`config.mk`:
```
export PLATFORM = sky130hd
export DESIGN_NAME = ssa_pipe_div
export DESIGN_NICKNAME = d
export VERILOG_FILES = /design/src/hw/rtl/ssa_pkg.sv /design/src/hw/rtl/ssa_pipe_div.sv
export SDC_FILE = /design/constraint.sdc
export NUM_CORES = 1
export LEC_CHECK = 0
export BUFFER_PORTS_ARGS = -buffer_cell sky130_fd_sc_hd__buf_2
export CAP_MARGIN = 20
export CORE_MARGIN = 2
export CORE_UTILIZATION = 59
export CTS_BUF_LIST = sky130_fd_sc_hd__clkbuf_4 sky130_fd_sc_hd__clkbuf_8
export DETAILED_ROUTE_END_ITERATION = 16
export PLACE_DENSITY = 0.78
export SYNTH_ARGS = -nofsm -noshare
export SYNTH_HDL_FRONTEND = slang
export SYNTH_SLANG_ARGS = --single-unit
export TNS_END_PERCENT = 30
```
`constraint.sdc`:
```
create_clock -name clock -period 2.68 [get_ports clock]
set_input_delay 0 -clock clock [delete_from_list [all_inputs] [get_ports clock]]
set_output_delay 0 -clock clock [all_outputs]
set_load 0.005 [all_outputs]
```
`src/hw/rtl/ssa_pkg.sv`:
```
`default_nettype none
package ssa_pkg;

   localparam int unsigned SLOT_W  = 5;
   localparam int unsigned PCT_W   = 11;
   localparam int unsigned TERM_W  = 16;
   localparam int unsigned SCALE_W = 9;
   localparam int unsigned MIN_W   = 7;
   localparam int unsigned FOOT_W  = 7;
   localparam int unsigned CSR_IDX_W = 2;

   localparam int unsigned UNITY_NUM   = 2560000;
   localparam int unsigned SHEAR_MUL   = 25600;
   localparam int unsigned PERCENT     = 100;

   typedef enum logic [CSR_IDX_W-1:0] {
      CSR_OBJECT_SCALE = 2'd0,
      CSR_MIN_SCALE    = 2'd1,
      CSR_FOOT_LINE    = 2'd2
   } csr_index_type;

   typedef struct packed {
      logic en;
      logic valid;
   } stage_ctl_type;

endpackage
`default_nettype wire

```
`src/hw/rtl/ssa_pipe_div.sv`:
```
`default_nettype none
module ssa_pipe_div #(
   parameter int LANES = 1,
   parameter int NW    = 8,
   parameter int DW    = 8,
   parameter int SW    = 1
) (
   input  wire                           clock,
   input  wire                           reset,
   input  ssa_pkg::stage_ctl_type        in_ctl,
   input  wire  [LANES-1:0][NW:0]        in_num,
   input  wire  [LANES-1:0][DW:0]        in_den,
   input  wire  [SW-1:0]                 in_side,
   output logic                          out_valid,
   output logic [LANES-1:0][NW:0]        out_quo,
   output logic [SW-1:0]                 out_side
);

   logic [NW:0]                         vld_ff, vld_in;
   logic [NW:0][SW-1:0]                 side_ff, side_in;
   logic [NW:0][LANES-1:0]              neg_ff, neg_in;
   logic [NW:0][LANES-1:0][NW-1:0]      num_ff, num_in;
   logic [NW:0][LANES-1:0][DW-1:0]      den_ff, den_in;
   logic [NW:0][LANES-1:0][DW-1:0]      rem_ff, rem_in;
   logic                                out_vld_ff;
   logic [LANES-1:0][NW:0]              quo_ff, quo_in;
   logic [SW-1:0]                       oside_ff;

   always_comb begin
      logic [NW:0] an;
      logic [DW:0] ad;
      logic [DW:0] trial;
      logic        ge;
      vld_in[0]  = in_ctl.valid;
      side_in[0] = in_side;
      for (int l = 0; l < LANES; l++) begin
         an = in_num[l][NW] ? (~in_num[l] + 1'b1) : in_num[l];
         ad = in_den[l][DW] ? (~in_den[l] + 1'b1) : in_den[l];
         num_in[0][l] = an[NW-1:0];
         den_in[0][l] = ad[DW-1:0];
         rem_in[0][l] = '0;
         neg_in[0][l] = in_num[l][NW] ^ in_den[l][DW];
      end
      for (int i = 0; i < NW; i++) begin
         vld_in[i+1]  = vld_ff[i];
         side_in[i+1] = side_ff[i];
         for (int l = 0; l < LANES; l++) begin
            trial = {rem_ff[i][l], num_ff[i][l][NW-1]};
            ge    = trial >= {1'b0, den_ff[i][l]};
            rem_in[i+1][l] = ge ? DW'(trial - {1'b0, den_ff[i][l]}) : trial[DW-1:0];
            num_in[i+1][l] = {num_ff[i][l][NW-2:0], ge};
            den_in[i+1][l] = den_ff[i][l];
            neg_in[i+1][l] = neg_ff[i][l];
         end
      end
      for (int l = 0; l < LANES; l++) begin
         quo_in[l] = neg_ff[NW][l] ? (~{1'b0, num_ff[NW][l]} + 1'b1)
                                   : {1'b0, num_ff[NW][l]};
      end
   end

   always_ff @(posedge clock) begin
      if (reset) begin
         vld_ff     <= '0;
         out_vld_ff <= 1'b0;
      end else if (in_ctl.en) begin
         vld_ff     <= vld_in;
         out_vld_ff <= vld_ff[NW];
      end
   end

   always_ff @(posedge clock) begin
      if (in_ctl.en) begin
         side_ff  <= side_in;
         neg_ff   <= neg_in;
         num_ff   <= num_in;
         den_ff   <= den_in;
         rem_ff   <= rem_in;
         quo_ff   <= quo_in;
         oside_ff <= side_ff[NW];
      end
   end

   assign out_valid = out_vld_ff;
   assign out_quo   = quo_ff;
   assign out_side  = oside_ff;

endmodule
`default_nettype wire

```
=== Yosys cells after proc, flatten, opt, wreduce, memory -nomap -nowiden ===
Cells that the tools add are included.

* Register bits after elaboration: 230
* Bits of input ports: 23
* Output and inout port bits: 11

* $add $sub $neg: 10
* $lt $le $gt $ge: 8
* Muxes and demuxes: 10
* Bitwise gates (word level): 4

{| class="wikitable"
|+ Operator list
! operator !! number
|-
| 8-bit 2-to-1 mux || 9
|-
| 9-bit by 8-bit >= comparator with 1-bit output || 7
|-
| 8-bit subtractor || 6
|-
| 8-bit by 1-bit adder with 8-bit output, second input constant || 2
|-
| 8-bit inverter || 2
|-
| 9-bit by 1-bit adder with 9-bit output, second input constant || 1
|-
| 8-bit inverter with 9-bit output || 1
|-
| 1-bit by 8-bit >= comparator with 1-bit output || 1
|-
| 1-bit by 8-bit subtractor with 8-bit output || 1
|-
| 1-bit 2-to-1 mux || 1
|-
| 1-bit XOR || 1
|}

=== Logic depth before layout (Yosys ltp) ===
* Depth in word-level cells: 3
* Gate-level depth with buffers: 10
* Mapped depth without buffers: 9

=== Worst setup path before layout ===
OpenSTA, ideal clock, no wires.

* Path type: flip-flop to flip-flop
* Start: register rem_ff[21] in the netlist's numbering
* End: register rem_ff[26] in the netlist's numbering, data pin
* Library setup time: 0.260 ns
* Data arrival time: 1.931 ns
* Path slack: 0.489 ns
* Stages on the path, launching flop included: 7
* Path buffers: 1
* Period minus slack after synthesis: 2.191 ns
* Cells stage by stage: edfxtp_1 -> ha_1 -> a21o_1 -> a2111oi_0 -> o21a_1 -> buf_4 -> mux2_2

{| class="wikitable"
|+ RTL lines
! element !! RTL line !! text
|-
| from (decl) || ssa_pipe_div.sv:24 || <nowiki>logic [NW:0][LANES-1:0][DW-1:0] rem_ff, rem_in;</nowiki>
|-
| from (signal assigned) || ssa_pipe_div.sv:78 || <nowiki>rem_ff <= rem_in;</nowiki>
|}

==> flow_metrics.env <==
export IMPL_status="finished, final reports clean"
export IMPL_antenna_found_initial=0
export IMPL_clock_path_buffers=3
export IMPL_hpwl_um=12200
export IMPL_path_class="reg -> reg"
export IMPL_critPathCaptureType="flop"
export IMPL_hold_path_class="in -> reg"
export IMPL_max_cap_viol_count=0
export IMPL_start_kind="flop"
export IMPL_async_flop_share=0
export IMPL_fin_nets=954
export IMPL_hold_path_cell_count=3
export IMPL_htreeDepth=2
export IMPL_viasPerCell=5.56
export IMPL_synth_edf_count=220
export IMPL_grt_pass1_wl_um=29000
export IMPL_seq_area_sq_um=6810
export IMPL_cts_buffers=39
export IMPL_cts_tree="done"
export IMPL_dieWidth_um=139
export IMPL_cp_slowest_cell="o21a_1"
export IMPL_core_area_sq_um=17900
export IMPL_netlist_area_sq_um=10700
export IMPL_finalSetupViolations=0
export IMPL_final_cell_mix="edfxtp_1 (220), inv_1 (87), ha_1 (61), clkbuf_8 (39), nor2_1 (37)"
export IMPL_grt_max_degree=87
export IMPL_hold_end="num_ff[7]$_DFFE_PP_"
export IMPL_timing_rr_start="rem_ff[53]$_DFFE_PP_"
export IMPL_portBuffers=33
export IMPL_min_from="in_num[8]"
export IMPL_num_vias=6241
export IMPL_multi_input_area_sq_um=3500
export IMPL_nFillCells=1212
export IMPL_power_density_nw_per_um2=812
export IMPL_finalHoldViolations=0
export IMPL_pre_cts_slack_ns=0.0778
export IMPL_drtAntennaViolNets=0
export IMPL_fin_setup_tns_ns=0
export IMPL_grt_pass1_vias=6437
export IMPL_synth_cell_types=55
export IMPL_max_freq_mhz=390
export IMPL_clock_sinks=230
export IMPL_critical_path_max_stage_delay_ns=0.45
export IMPL_drive_above_1_share=0.163
export IMPL_place_gp_congestion=0.850
export IMPL_drt_iter0_drc=353
export IMPL_remaining_drc_errors=0
export IMPL_fin_crit_ns=2.56
export IMPL_num_rows=49
export IMPL_synth_cells=765
export IMPL_insertion_delay_ns=0.52
export IMPL_clk_pin_slew_ns=0.06
export IMPL_synth_flop_cell="edfxtp_1"
export IMPL_final_common_cell="edfxtp_1"
export IMPL_worstPathRequired_ns=2.94
export IMPL_grt_usage=0.184
export IMPL_r2r_end="rem_ff[60]$_DFFE_PP_"
export IMPL_ys_seq_area_frac=0.635
export IMPL_avgSynthCellArea_sq_um=14.0
export IMPL_pin_count=34
export IMPL_dieArea_sq_um=19300
export IMPL_worst_ep_arrival_time_ns=2.82
export IMPL_ff2ff_setup_slack_ns=0.12
export IMPL_drt_first_pass_iters=5
export IMPL_routed_wl_um=17500
export IMPL_final_max_slew_viol_count=0
export IMPL_crit_path_max_fanout=9
export IMPL_syn_nets=855
export IMPL_finalCritPeriodShare=0.956
export IMPL_slew_headroom=0.557
export IMPL_overflow=0
export IMPL_worst_pin_slew_ns=0.665
export IMPL_r2r_cells=5
export IMPL_wire_per_inst_um=15.6
export IMPL_yosys_warnings=0
export IMPL_p_leak_nw=4.91
export IMPL_fin_worst_skew_ns=0.0273
export IMPL_ys_ff_latch=230
export IMPL_post_cts_setup_buffers=0
export IMPL_rsz0062_at_grt="no"
export IMPL_hold_ws_ns=0.110
export IMPL_antenna_cells=0
export IMPL_die_y_um=139
export IMPL_cts_root_buffer="clkbuf_8"
export IMPL_initial_core_util=0.599
export IMPL_crit_chain="ha_1 > a21o_1 > a2111oi_0 > o21a_1 > mux2_2"
export IMPL_vdd_drop_max_mv=0.482
export IMPL_area_delta_synth_final_pct=14.0
export IMPL_fin_ws_ns=0.118
## cells by family (layout without fill, tap and decap cells)
kind of cell / count (synthesis) / in the layout / synth area share
AOI/OAI and AO/OA: 126 / 126 / 0.0901
muxes: 56 / 56 / 0.0563
buffers and inverters: 103 / 231 / 0.0383
adders and majority gates: 67 / 67 / 0.0824
and+or+nand+nor: 146 / 146 / 0.0674
xor gates and xnor gates: 37 / 37 / 0.0302
DFF: 230 / 230 / 0.635
## worst max path at each step
stage,start,end,slack [ns],depth (start not counted)
6_report,rem_ff[53]$_DFFE_PP_,rem_ff[60]$_DFFE_PP_,0.12,5
5_1_grt,rem_ff[53]$_DFFE_PP_,rem_ff[61]$_DFFE_PP_,0.02,5
4_1_cts,rem_ff[44]$_DFFE_PP_,rem_ff[54]$_DFFE_PP_,0.05,6
3_5_place_dp,rem_ff[44]$_DFFE_PP_,rem_ff[55]$_DFFE_PP_,0.08,6
3_3_place_gp,den_ff[46]$_DFFE_PP_,rem_ff[53]$_DFFE_PP_,0.29,6
2_1_floorplan,rem_ff[21]$_DFFE_PP_,rem_ff[26]$_DFFE_PP_,0.49,6
## worst max-delay path: cells and delay by family (launching register included)
kind | cells | cell delay (ns)
compound gates | 3 | 1.14
fa+ha+maj | 1 | 0.37
flops | 1 | 0.41
mux | 1 | 0.40
## report_power, final
group | switching (mW) | total, mW | internal [mW]
clock | 1.30 | 2.81 | 1.51
sequential | 0.198 | 4.74 | 4.54
combinational | 1.24 | 2.36 | 1.13
## synth_stat cells, types with 11 or more instances
cell type	count	area share
nor3_1	25	0.012
o21ai_0	16	0.0075
mux2_2	34	0.036
nand2_1	27	0.0095
mux2i_1	22	0.021
edfxtp_1	220	0.62
nand2b_1	14	0.0082
o21a_1	11	0.0077
inv_1	87	0.030
a21oi_1	21	0.0098
nor2_1	37	0.013
ha_1	61	0.071
a21o_1	19	0.013
xnor2_1	32	0.026
## final cells by class
cell class              instances  area share
clock inverters                20     0.00758
inverters                      87      0.0267
clock buffers                  50      0.0507
flip-flops and latches        230       0.557
well taps                     229      0.0235
multi-input cells             432       0.287
repair buffers                 74      0.0477
## sequential cells by signal, indices dropped and copies added (netlist names)
| name | cells |
|---|---|
| num_ff | 72 |
| vld_ff | 9 |
| side_ff | 9 |
| rem_ff | 56 |
| out_quo | 9 |
| den_ff | 64 |
| out_side | 1 |
| out_valid | 1 |
| neg_ff | 9 |
## repair_timing
action / CTS / global route
setup endpoints to repair: 0 / 6
hold buffers: 35 / 0
hold endpoints to repair: 29 / 0
resized for setup: 0 / 2
## metrics by stage
step           cell area (sq um)  cells  utilization  power [mW]
6_report                   12200   1122        0.682        9.92
5_1_grt                    12200   1122        0.682        10.4
4_1_cts                    12200   1122        0.682        9.98
3_5_place_dp               11200   1017        0.623        7.08
3_3_place_gp               11200   1017        0.623        6.88
2_1_floorplan              10700    765            -        6.52
## routing by layer
layer  GRT usage  vias to the layer above  wire (um)
met5           0                        -          0
met4      0.0766                        0        469
met3      0.0363                       41        635
met2       0.365                      150       9880
met1       0.185                     3004       6550
li1            -                     3046          -
Power figures use the tool's default switching activity.
